`config.mk`:
```
export PLATFORM = sky130hd
export DESIGN_NAME = jfps_pos
export DESIGN_NICKNAME = d
export VERILOG_FILES = /design/src/rtl/core/jfps_pkg.sv /design/src/rtl/core/jfps_pos.sv
export SDC_FILE = /design/constraint.sdc
export NUM_CORES = 1
export LEC_CHECK = 0
export BUFFER_PORTS_ARGS = -buffer_cell sky130_fd_sc_hd__buf_2
export CORE_AREA = 10 10 67 91
export CTS_CLUSTER_DIAMETER = 50
export CTS_CLUSTER_SIZE = 28
export DETAILED_ROUTE_END_ITERATION = 10
export DIE_AREA = 0 0 77 101
export GPL_TIMING_DRIVEN = 0
export PLACE_DENSITY = 0.72
export SLEW_MARGIN = 20
export SYNTH_ARGS = -nofsm -noshare
export SYNTH_HDL_FRONTEND = slang
export SYNTH_SLANG_ARGS = --single-unit
```
`constraint.sdc`:
```
create_clock -name aclk -period 2.25 [get_ports aclk]
set_input_delay 0.675 -clock aclk [delete_from_list [all_inputs] [get_ports aclk]]
set_output_delay 0.675 -clock aclk [all_outputs]
set_load 0.1 [all_outputs]
```
`src/rtl/core/jfps_pkg.sv`:
```
`default_nettype none

package jfps_pkg;

    localparam int GRID_MAX = 2048;
    localparam int GRID_MIN = 3;
    localparam int COL_W    = $clog2(GRID_MAX);
    localparam int CELL_W   = 32;
    localparam int CFG_W    = 12;
    localparam int SUM_W    = CELL_W + 2;
    localparam int M_TDATA_W = ((CELL_W + 2 * COL_W + 7) / 8) * 8;

    typedef logic signed [CELL_W-1:0] cell_t;
    typedef logic [COL_W-1:0] idx_t;

    // position of the incoming request and what the result for it looks like
    typedef struct packed {
        idx_t orow;
        idx_t col;
        logic last;
        logic interior;
    } pos_t;

    // line store write, issued when a request leaves the compute stage
    typedef struct packed {
        logic  en;
        idx_t  col;
        cell_t cur;
        cell_t up;
    } lb_wr_t;

    // floor of sum / 4 is an arithmetic shift; result always fits 32 bits
    function automatic cell_t quarter_floor(input logic signed [SUM_W-1:0] sum);
        return cell_t'(sum[SUM_W-1:2]);
    endfunction

endpackage

`default_nettype wire

```
`src/rtl/core/jfps_pos.sv`:
```
`default_nettype none

module jfps_pos
    import jfps_pkg::*;
(
    input  wire logic             aclk,
    input  wire logic             aresetn,
    input  wire logic             cfg_we,
    input  wire logic [CFG_W-1:0] cfg_wdata,
    input  wire logic             accept,
    output pos_t                  pos
);

    idx_t row_reg, row_next;
    idx_t col_reg, col_next;
    idx_t last_idx_reg, last_idx_next;

    always_comb begin
        if (cfg_wdata < CFG_W'(GRID_MIN)) begin
            last_idx_next = COL_W'(GRID_MIN - 1);
        end else if (cfg_wdata > CFG_W'(GRID_MAX)) begin
            last_idx_next = COL_W'(GRID_MAX - 1);
        end else begin
            last_idx_next = COL_W'(cfg_wdata - CFG_W'(1));
        end
    end

    always_comb begin
        row_next = row_reg;
        col_next = col_reg;
        if (cfg_we) begin
            row_next = '0;
            col_next = '0;
        end else if (accept) begin
            if (col_reg == last_idx_reg) begin
                col_next = '0;
                row_next = (row_reg == last_idx_reg) ? '0 : row_reg + COL_W'(1);
            end else begin
                col_next = col_reg + COL_W'(1);
            end
        end
    end

    always_ff @(posedge aclk) begin
        if (!aresetn) begin
            row_reg      <= '0;
            col_reg      <= '0;
            last_idx_reg <= COL_W'(GRID_MAX - 1);
        end else begin
            row_reg <= row_next;
            col_reg <= col_next;
            if (cfg_we) begin
                last_idx_reg <= last_idx_next;
            end
        end
    end

    // row 0 emits the bottom border row of the new grid
    always_comb begin
        pos.orow     = (row_reg == '0) ? last_idx_reg : row_reg - COL_W'(1);
        pos.col      = col_reg;
        pos.last     = (row_reg == last_idx_reg) && (col_reg == last_idx_reg);
        pos.interior = (row_reg != '0) && (row_reg != COL_W'(1))
                       && (col_reg != '0) && (col_reg != last_idx_reg);
    end

endmodule

`default_nettype wire

```
After elaboration in Yosys (flattened, before gate mapping)
Cells that the tools add are included.

word-level totals
  latch bits = 0
  memories = 0
  logic and storage cells = 28
  bits of input ports = 16
  bits in writable memories = 0
  register bits after elaboration = 33
  bits in read-only memories = 0
  output and inout bits = 24

operators by class
  $add $sub $neg = 4
  muxes and demuxes = 5
  shifts and indexed selects = 0
  multipliers = 0
  equality and inequality tests = 4
  magnitude comparators = 2
  reductions and logical operators = 9
  div/mod/pow operators = 0
  bitwise gates (word level) = 1

operator list
  kind                                                         count
  2-to-1 mux 11 bit                                            5
  adder 11 x 1 -> 11 bit, second input constant                2
  == test 11 bit                                               2
  nonzero test 11 bit                                          2
  subtractor 11 x 1 -> 11 bit, second input constant           2
  greater-than comparator 12 bit, second input constant        1
  less-than comparator 12 x 2 -> 1 bit, second input constant  1
  logical NOT 11 bit                                           1
  inequality test 11 x 1 -> 1 bit, second input constant       1
  inequality test 11 bit                                       1
  logical AND 1 bit                                            4
  AND reduction 2 bit                                          1
  OR reduction 2 bit                                           1
  NOT 1 bit                                                    1

Depth between registers and ports, before layout
  word-level depth = 4
  gate-level depth with buffers = 7
  gate-level depth less buffers = 7

Least setup slack after synthesis
Ideal clock, no wire load.

  path type = register to output
  start point = register row_reg[5]
  end point = output port pos[16] (netlist bit)
  slack = -1.248 ns
  required time = 1.575 ns
  stages on the path, launching flop included = 6
  arrival time = 2.823 ns
  path buffers = 2
  cells stage by stage = dfxtp_1 -> buf_2 -> nor4_2 -> nand4_1 -> clkbuf_1 -> a31oi_1

RTL lines
  element                   RTL line        text
  start: declaration        jfps_pos.sv:14  idx_t row_reg, row_next;
  start signal: assignment  jfps_pos.sv:50  row_reg <= row_next;
  end: declaration          jfps_pos.sv:11  output pos_t pos

==> results.json <==
{
  "synthesis.yosys.warnings": 0,
  "crit_chain": "buf_6 -> nor4_4 -> nand4_1 -> buf_6 -> buf_8 -> a21oi_4 -> buf_12",
  "hpwl_um": 4624,
  "gp_congestion": 0.8461,
  "fp.dieW_um": 77,
  "fin_crit_sh": 1.189,
  "path_class": "reg -> out",
  "fin_skew_ps": 10.62,
  "grt_usage": 0.1705,
  "clkSlewWorstSetupHoldPaths_ps": 70,
  "ys_seq_elements": 33,
  "core_um2": 4463,
  "grt_pass1_vias": 2281,
  "viasPerCell": 5.681,
  "max_cap_violations": 0,
  "grt_antenna_before_repair": 0,
  "netlist_instances": 294,
  "worstPathRequired_ps": 1570,
  "worstSetupStartpointType": "flop",
  "slew_violations": 0,
  "antenna_cells": 0,
  "yosysMostFrequentCell": "nor2_1",
  "avgSynthCellArea_um2": 7.997,
  "cp-end-kind": "output pin",
  "synthTopCellsByCount": "45 x nor2_1, 33 x dfxtp_1, 31 x xnor2_1",
  "outcome": "finished, violations left",
  "yosysSeqAreaShare": 0.2810,
  "fmax_ghz": 0.3739,
  "yosys-top-cells-area": "dfxtp_1 28%, xnor2_1 12%, nor2_1 7.2%",
  "cpMostUsedCell": "buf_6",
  "placed_cell_area_um2": 2819,
  "max-vdd-ir-drop_v": 0.0003055,
  "h-tree-depth": 2,
  "async_reset_ff_frac": 0,
  "cpMaxStageDelayCell": "nor4_4",
  "fp.dieH_um": 101,
  "violations": "setup timing",
  "synth_edf_count": 0,
  "yosysTopAreaCell": "dfxtp_1",
  "leakagePower_nw": 1.552,
  "post-route-cell-area_um2": 3505,
  "clk_latency_ps": 290,
  "grt_overflow": 0,
  "synth_ff_type": "dfxtp_1",
  "start_util": 0.5268,
  "max_stage_delay_ps": 380,
  "avgRoutedWirePerCell_um": 17.79,
  "grt_pass1_wl_um": 10990,
  "grt_max_degree": 12,
  "setup_viol": 13,
  "drtIter0Drc": 203,
  "cts_tree": "built",
  "finalHoldViolations": 0,
  "crit_arrival_ps": 2000,
  "drt-total-wl_um": 7526,
  "drtAntennaViolNets": 0,
  "utilization": 0.7853,
  "final_nets": 383,
  "hp-class": "reg -> reg",
  "synth.top_cell.area_share": 0.2810,
  "slew_headroom": 0.6732,
  "rsz0062_at_grt": "yes",
  "clockBufferDepth": 2,
  "tightest_slew_ps": 493.6,
  "power_density_nw_per_um2": 393.8,
  "clock-sinks": 33,
  "std_cell_rows": 29,
  "drt-pass1-iter-count": 4,
  "hold_buffers": 0,
  "syn_to_final_growth_pct": 49.07,
  "syn_nets": 317,
  "min_period_ps": 2675,
  "numCtsBuffers": 5,
  "syn_area_um2": 2351,
  "synth_cell_types": 46,
  "io_buffers": 38,
  "dr_total_vias": 2403,
  "root_buffer": "clkbuf_8",
  "remaining_drc_errors": 0,
  "design.die.area_um2": 7777,
  "worst-path-max-fanout": 5,
  "drive_gt1_frac": 0.4321,
  "fin_ws_ps": -424.7,
  "ios": 40
}
-- power by group --
group	leakage [nW]	total [mW]	internal, mW	switching, mW
Sequential	0.278	0.614	0.586	0.0279
Clock	0.0439	0.437	0.213	0.223
Combinational	1.23	0.330	0.129	0.201
-- critical path, delay by kind of cell (launching register included) --
kind                   cells  cell delay (ps)
and+or+nand+nor            2              550
AOI/OAI and AO/OA          1              200
DFF                        1              320
buffers and inverters      4              630
-- through the flow --
| step | setup TNS [ps] | total power [mW] | std cells | hold WS, ps | setup WS, ps |
|---|---|---|---|---|---|
| floorplan | -1716 | 0.8177 | 294 | 525.1 | -269.2 |
| global placement | -3840 | 0.8762 | 394 | 506.3 | -410.7 |
| detailed placement | -3921 | 0.8790 | 394 | 509.6 | -420.9 |
| CTS | -3921 | 1.373 | 413 | 539.1 | -386.2 |
| global route | -5362 | 1.435 | 423 | 571.4 | -485.1 |
| finish | -4349 | 1.380 | 423 | 537.7 | -424.7 |
-- routing by layer --
| metal | GRT usage | wire length [um] | up-vias | share of wire |
|---|---|---|---|---|
| met5 | 0 | 0 | - | 0 |
| met2 | 0.3025 | 4072 | 61 | 0.54 |
| met4 | 0.09296 | 296 | 0 | 0.039 |
| li1 | - | - | 1169 | - |
| met1 | 0.1858 | 2883 | 1151 | 0.38 |
| met3 | 0.03482 | 273 | 22 | 0.036 |
-- kinds of logic after synthesis --
family / synth area share
AND/OR/NAND/NOR: 0.3002
XOR/XNOR: 0.1602
buffers and inverters: 0.07876
AO/OA/AOI/OAI: 0.1240
flip-flops: 0.2810
adder cells (fa/ha/maj): 0.03725
multiplexers: 0.01863
-- worst paths after layout --
check	cells past startpoint	from	slack, ps	endpoint
min reg2reg	2	col_reg[9]$_SDFFE_PP0P_	540	col_reg[9]$_SDFFE_PP0P_
min	2	col_reg[9]$_SDFFE_PP0P_	540	col_reg[9]$_SDFFE_PP0P_
max	7	row_reg[6]$_SDFFE_PP0P_	-420	pos[13]
max reg2reg	9	row_reg[6]$_SDFFE_PP0P_	50	row_reg[2]$_SDFFE_PP0P_
-- cells in the final DEF (no fill, tap or decap), types with 8 or more instances in the layout --
cell      instances
xnor2_1          23
and3_1           12
buf_6            11
inv_1            20
xor2_1           12
nor2_1           31
dfxtp_2          13
nand4_1          10
a221o_1           9
buf_4            22
o221ai_1          9
nor2_4           12
buf_12           13
dfxtp_4          14
nand2_1          12
nand3_1           8
buf_2            25
-- layout make-up --
class,instances,area [um2]
inverters,20,75.07
clock buffers,5,68.82
flip-flops and latches,33,729.5
fillers,288,958.4
multi-input cells,221,1821
plain buffers,17,127.6
well taps,62,77.57
repair buffers,62,588.1
clock inverters,3,17.52
-- repair_timing --
action	CTS	global route
endpoints found under the setup margin	13	13
gates cloned	1	0
pin swaps	11	14
resized for setup	90	30
buffers inserted	13	10
No activity file was read; power rests on OpenSTA's default activity.
