$ cat src/rtl/core/jfps_pkg.sv
`default_nettype none

package jfps_pkg;

    localparam int GRID_MAX = 2048;
    localparam int GRID_MIN = 3;
    localparam int COL_W    = $clog2(GRID_MAX);
    localparam int CELL_W   = 32;
    localparam int CFG_W    = 12;
    localparam int SUM_W    = CELL_W + 2;
    localparam int M_TDATA_W = ((CELL_W + 2 * COL_W + 7) / 8) * 8;

    typedef logic signed [CELL_W-1:0] cell_t;
    typedef logic [COL_W-1:0] idx_t;

    // position of the incoming request and what the result for it looks like
    typedef struct packed {
        idx_t orow;
        idx_t col;
        logic last;
        logic interior;
    } pos_t;

    // line store write, issued when a request leaves the compute stage
    typedef struct packed {
        logic  en;
        idx_t  col;
        cell_t cur;
        cell_t up;
    } lb_wr_t;

    // floor of sum / 4 is an arithmetic shift; result always fits 32 bits
    function automatic cell_t quarter_floor(input logic signed [SUM_W-1:0] sum);
        return cell_t'(sum[SUM_W-1:2]);
    endfunction

endpackage

`default_nettype wire

$ cat src/rtl/core/jfps_calc.sv
`default_nettype none

module jfps_calc
    import jfps_pkg::*;
(
    input  wire logic  aclk,
    input  wire logic  aresetn,
    input  wire logic  accept,
    input  wire cell_t in_cell,
    input  wire pos_t  in_pos,
    output logic       in_ready,
    input  wire cell_t up_q,
    input  wire cell_t right_q,
    input  wire cell_t up_two_q,
    output lb_wr_t     wr,
    output logic       out_valid,
    input  wire logic  out_ready,
    output cell_t      out_value,
    output idx_t       out_row,
    output idx_t       out_col,
    output logic       out_last
);

    logic  st_valid_reg;
    cell_t st_cell_reg;
    pos_t  st_pos_reg;
    cell_t left_hold_reg;

    logic  out_valid_reg;
    cell_t out_value_reg;
    idx_t  out_row_reg;
    idx_t  out_col_reg;
    logic  out_last_reg;

    logic advance;
    logic signed [SUM_W-1:0] sum;
    cell_t value;

    assign advance  = st_valid_reg && (!out_valid_reg || out_ready);
    assign in_ready = !st_valid_reg || advance;

    assign sum = SUM_W'(up_two_q) + SUM_W'(st_cell_reg)
               + SUM_W'(left_hold_reg) + SUM_W'(right_q);
    assign value = st_pos_reg.interior ? quarter_floor(sum) : '0;

    // shift the row stores down once the request leaves this stage
    always_comb begin
        wr.en  = advance;
        wr.col = st_pos_reg.col;
        wr.cur = st_cell_reg;
        wr.up  = up_q;
    end

    always_ff @(posedge aclk) begin
        if (!aresetn) begin
            st_valid_reg  <= 1'b0;
            out_valid_reg <= 1'b0;
            left_hold_reg <= '0;
        end else begin
            if (accept) begin
                st_valid_reg <= 1'b1;
            end else if (advance) begin
                st_valid_reg <= 1'b0;
            end
            if (advance) begin
                out_valid_reg <= 1'b1;
                left_hold_reg <= up_q;
            end else if (out_ready) begin
                out_valid_reg <= 1'b0;
            end
        end
    end

    always_ff @(posedge aclk) begin
        if (accept) begin
            st_cell_reg <= in_cell;
            st_pos_reg  <= in_pos;
        end
        if (advance) begin
            out_value_reg <= value;
            out_row_reg   <= st_pos_reg.orow;
            out_col_reg   <= st_pos_reg.col;
            out_last_reg  <= st_pos_reg.last;
        end
    end

    assign out_valid = out_valid_reg;
    assign out_value = out_value_reg;
    assign out_row   = out_row_reg;
    assign out_col   = out_col_reg;
    assign out_last  = out_last_reg;

endmodule

`default_nettype wire

$ cat config.mk
export PLATFORM = sky130hd
export DESIGN_NAME = jfps_calc
export DESIGN_NICKNAME = d
export VERILOG_FILES = /design/src/rtl/core/jfps_pkg.sv /design/src/rtl/core/jfps_calc.sv
export SDC_FILE = /design/constraint.sdc
export NUM_CORES = 1
export LEC_CHECK = 0
export BUFFER_PORTS_ARGS = -buffer_cell sky130_fd_sc_hd__buf_4
export CELL_PAD_IN_SITES_DETAIL_PLACEMENT = 0
export CELL_PAD_IN_SITES_GLOBAL_PLACEMENT = 2
export CORE_MARGIN = 10
export CORE_UTILIZATION = 34
export CTS_CLUSTER_SIZE = 30
export DETAILED_ROUTE_END_ITERATION = 16
export PLACE_DENSITY = 0.86
export SLEW_MARGIN = 20
export SYNTH_ARGS = -nofsm -noshare
export SYNTH_HDL_FRONTEND = slang
export SYNTH_SLANG_ARGS = --single-unit
$ cat constraint.sdc
create_clock -name aclk -period 8.1 [get_ports aclk]
set_input_delay 1.62 -clock aclk [delete_from_list [all_inputs] [get_ports aclk]]
set_output_delay 1.62 -clock aclk [all_outputs]
set_load 0.005 [all_outputs]
After elaboration in Yosys (flattened, before gate mapping)
Index checks and enable logic that the tools add are counted.
W data, S select, Z words.

cells by class
  add/subtract/negate cells = 3
  $mul = 0
  div/mod/pow operators = 0
  $lt $le $gt $ge = 0
  eq/ne operators = 0
  shift-type cells = 0
  mux-type cells = 4
  bitwise gates (word level) = 0
  reduce and logical (&&, ||, !) cells = 7

operators by type and width
  cell                 number
  $add A33 B32 Y34     1
  $add A34 B32 Y34     1
  $add A32 B32 Y33     1
  $mux W1              4
  $reduce_bool A2 Y1   2
  $logic_not A1 Y1     2
  $logic_or A1 B1 Y1   2
  $logic_and A1 B1 Y1  1

storage, ports and cells
  register bits = 145
  latch bits = 0
  RAM bits = 0
  ROM bits = 0
  bits of input ports = 156
  output and inout port bits = 133
  word-level logic and storage cells = 26
  memories kept = 0

Logic depth before layout (Yosys ltp)
  depth after elaboration = 5
  mapped depth = 12
  mapped depth without buffers = 12

Least setup slack after synthesis
OpenSTA, ideal clock, no wires.

  kind = input to output
  from = in out_ready
  to = out wr[75] in the netlist's numbering
  arrival time = 4.116 ns
  data required time = 6.480 ns
  setup slack = 2.364 ns
  cell stages on the path = 6
  buffers on the path = 3
  cells stage by stage = nor2b_1 -> nand2b_1 -> clkbuf_1 -> inv_1 -> buf_1 -> buf_4

between the ends
  cells in the longest elaborated chain, start to end = 2

RTL lines
  what                 RTL line         source
  start: declaration   jfps_calc.sv:17  input wire logic out_ready,
  $logic_or A1 B1 Y1   jfps_calc.sv:39  assign advance = st_valid_reg && (!out_valid_reg || out_ready);
  $logic_and A1 B1 Y1  jfps_calc.sv:39
  end: declaration     jfps_calc.sv:15  output lb_wr_t wr,

No other way between the ends.

==> results.md <==
- For this run, the leading register cell type out of synthesis is edfxtp_1.
- The worst path needs 4590 ps of the cycle, external delays included.
- Synthesis produced a netlist with a net count of 1122.
- The initial antenna violation count was 0.
- The min-delay analysis places its worst path in the category flip-flop to flip-flop.
- The netlist area before placement is 9100 um2.
- The detail route stage leaves a number of antenna-violating nets equal to 0.
- The gate count of the mapped netlist is 870.
- The number of hold buffers added after CTS was 0.
- For this configuration, the core starts out at a cell density of 34.7%.
- The total via count after detailed routing is 6641.
- The count of filler cells inserted in the layout is 2551.
- The first-pass iteration count of the detailed router is 5.
- The number of cells on the worst reg-to-reg path is 11.
- In this run, synthesis produced a sequential element count of 145.
- The via count of the first global-routing pass is 7349.
- The clock transition time at the flip-flop clock pins of the worst setup and hold paths is 60 ps.
- The total area of multi-input combinational cells is 3960 um2.
- The buffer depth of the longest clock path is 2.
- After synthesis, the largest area contributor takes up 36.6% of total cell area.
- The sum of net half-perimeters after detailed placement is 20700 um.
- Of all flip-flops after synthesis, the portion carrying an async set or reset was 0%.
- The total number of clock tree sinks is 145.
- The final worst setup slack is 3510 ps.
- The kind of start point of the critical path is an input port.
- Prior to clock tree synthesis, the placed netlist has a worst setup slack of 3210 ps.
- The synthesized netlist contains 63 unique library cells.
- The number of vias per cell after detailed routing is 4.56.
- The static power due to leakage is 5.36 nW.
- In this run the standard cell core region covers 26200 um2.
- Measured against its own limit, the worst slew margin works out to 43.0%.
- Clock tree synthesis selected as its root buffer the cell clkbuf_16.
- The number of design-rule violations left by the first detailed-router iteration is 250.
- The pin count of the biggest net entering global routing is 88.
- The horizontal extent of the die is 184 um.
- TritonCTS built the clock tree.
- The max-cap violation count is 0.
- The transition time at the pin with the least slew margin is 856 ps.
- The total area of sequential cells is 4010 um2.
- Power spread over the standard cell area amounts to 236 nW/um2.
- In this run the tool buffered the top-level ports with 288 buffer cells.
- The number of antenna diodes in the final layout is 0.
- The number of rows created at floorplan is 59.
- In this run, post-CTS repair resized a total of 0 instances.
- The post-route netlist has 30.8% of its cells at a drive strength greater than 1.
- Counting flops with a built-in enable in the synthesized netlist gives 111.
- The sequential fraction of the synthesis area is 44.1%.
- The H-tree was split into 4 levels.
- In this run the post-CTS setup repair buffer count came out at 0.
- The later-pin clock latency in the skew report is 430 ps.
- For the final database, setup skew stands at 14.1 ps.
- The flow ran to the end, and the final reports show no timing, DRC or antenna violations.
- Summed over all instances, the cell type with the most area after synthesis is edfxtp_1.
- The total global routing track utilization is 15.6%.
- After detailed routing, the number of remaining DRC violations is 0.
- The worst path uses 56.7% of the clock period.
- The final routed wirelength across all metal layers is 26200 um.
- For this run, the number of Yosys warnings is 0.
- By area the synthesized netlist is led by edfxtp_1, fa_1, dfxtp_1, inv_1, nand2_1.
- The highest net fanout along the worst path is 33.
- The final count of negative-setup-slack endpoints is 0.
- Derived from the worst setup path, the maximum achievable clock frequency is 218 MHz.
- Setup repair after global routing left no endpoint under its margin.
- After global routing the overflow that remains totals 0.
- The worst hold path was traced through 0 stages.
- The height of the chip is 184 um.
- The final number of hold-violating endpoints is 0.
- The total CTS buffers is 17.
- STA classifies the critical path endpoint as an output pin.
- The I/O pin count is 289.
- STA puts the critical path data arrival time at 2970 ps.
- The worst-case IR drop observed on VDD is 0.124 mV.
- The area growth from synthesis to layout is 30.2%.
- For this run, the post-layout net count is 1360.
- The required time of the critical path is 6480 ps.
- The first global-routing pass estimated 40800 um of wire.
- The average cell area after synthesis is 10.5 um2.
- The worst setup path is of the input port to output pin kind.
- Dividing the detail-routed wire length by the instance count gives 18.0 um.
- Adding up every negative setup slack in the final design gives 0 ps.
- The max-slew violation total from the final report came to 0.
- The overall die area is 33700 um2.
- Routability-driven placement finished with a final weighted congestion of 0.825.
- The utilization after layout is 45.2%.
==> metrics by stage <==
step / hold WS [ps] / area (um2) / instances / power, mW
after floorplan: 400 / 9100 / 870 / 1.67
after global placement: 401 / 11200 / 1424 / 2.01
after detailed placement: 405 / 11200 / 1424 / 2.02
after CTS: 421 / 11800 / 1456 / 2.84
after global routing: 424 / 11800 / 1456 / 3.01
final: 419 / 11800 / 1456 / 2.80
==> metal layers <==
layer,share of wire [%],track usage (%),up-vias
li1,-,-,3281
met1,44,19.6,3152
met2,47,25.2,191
met3,7.4,5.18,17
met4,1.4,4.39,0
met5,0,0,-
==> logic make-up after synthesis <==
kind of cell | count (synthesis) | share of synthesized area [%]
buffers and inverters | 251 | 12.4
adders and majority gates | 96 | 18.6
AOI/OAI and AO/OA | 151 | 12.1
xor gates and xnor gates | 15 | 1.44
DFF | 145 | 44.1
and+or+nand+nor | 204 | 10.5
muxes | 8 | 0.880
==> path summary, 6_finish.rpt <==
path              slack (ps)            end           start
hold reg to reg          420     out_row[3]  st_pos_reg[16]
setup reg to reg        4540  out_value[22]  st_cell_reg[7]
hold / removal           420     out_row[3]  st_pos_reg[16]
setup / recovery        3510         wr[75]       out_ready
==> critical path: stages <==
cell and delay, ps:
buf_4 110, nor2b_1 190, nand2b_2 700, clkinv_2 160
buf_4 180
==> cell usage in the layout (no fill, tap or decap), types with 11 or more instances in the layout <==
| cell type | instances |
|---|---|
| buf_4 | 289 |
| inv_1 | 179 |
| edfxtp_1 | 111 |
| nand2_1 | 105 |
| fa_1 | 65 |
| a21oi_1 | 37 |
| dfxtp_1 | 34 |
| nor2_1 | 32 |
| ha_1 | 31 |
| a21boi_0 | 29 |
| o21ai_0 | 21 |
| clkbuf_16 | 17 |
| nor3_1 | 14 |
| nand4_1 | 11 |
==> cell usage after synthesis, types with 3 or more instances <==
cell type,count
nor2b_1,3
and3_1,3
xnor2_1,10
clkbuf_1,15
nand3_1,6
fa_1,65
or3_1,3
a21boi_0,29
a21oi_4,3
nand2b_1,11
buf_4,46
a21oi_1,37
nor2_1,32
o21ai_0,21
a21oi_2,4
nor3_1,14
edfxtp_1,111
xor2_1,5
inv_1,180
o211ai_1,6
a211oi_1,5
nor3b_1,3
ha_1,31
o21ai_1,6
a21boi_1,6
dfxtp_1,34
mux2i_1,8
buf_2,9
nand2_1,105
nand4_1,11
o21a_1,10
==> final cells by class <==
type	count	share of cell area, %
Clock buffer	17	3.59
Clock inverter	15	1.38
Inverter	180	5.72
Multi-Input combinational cell	474	33.4
Sequential cell	145	33.9
Tap cell	335	3.54
Timing Repair Buffer	290	18.4
==> power breakdown <==
group	switching, mW	internal, mW	leakage, nW
Combinational	0.618	0.461	3.73
Sequential	0.0274	0.889	1.35
Clock	0.388	0.415	0.288
Total	1.03	1.77	5.36
(Power assumes the default switching activity.)
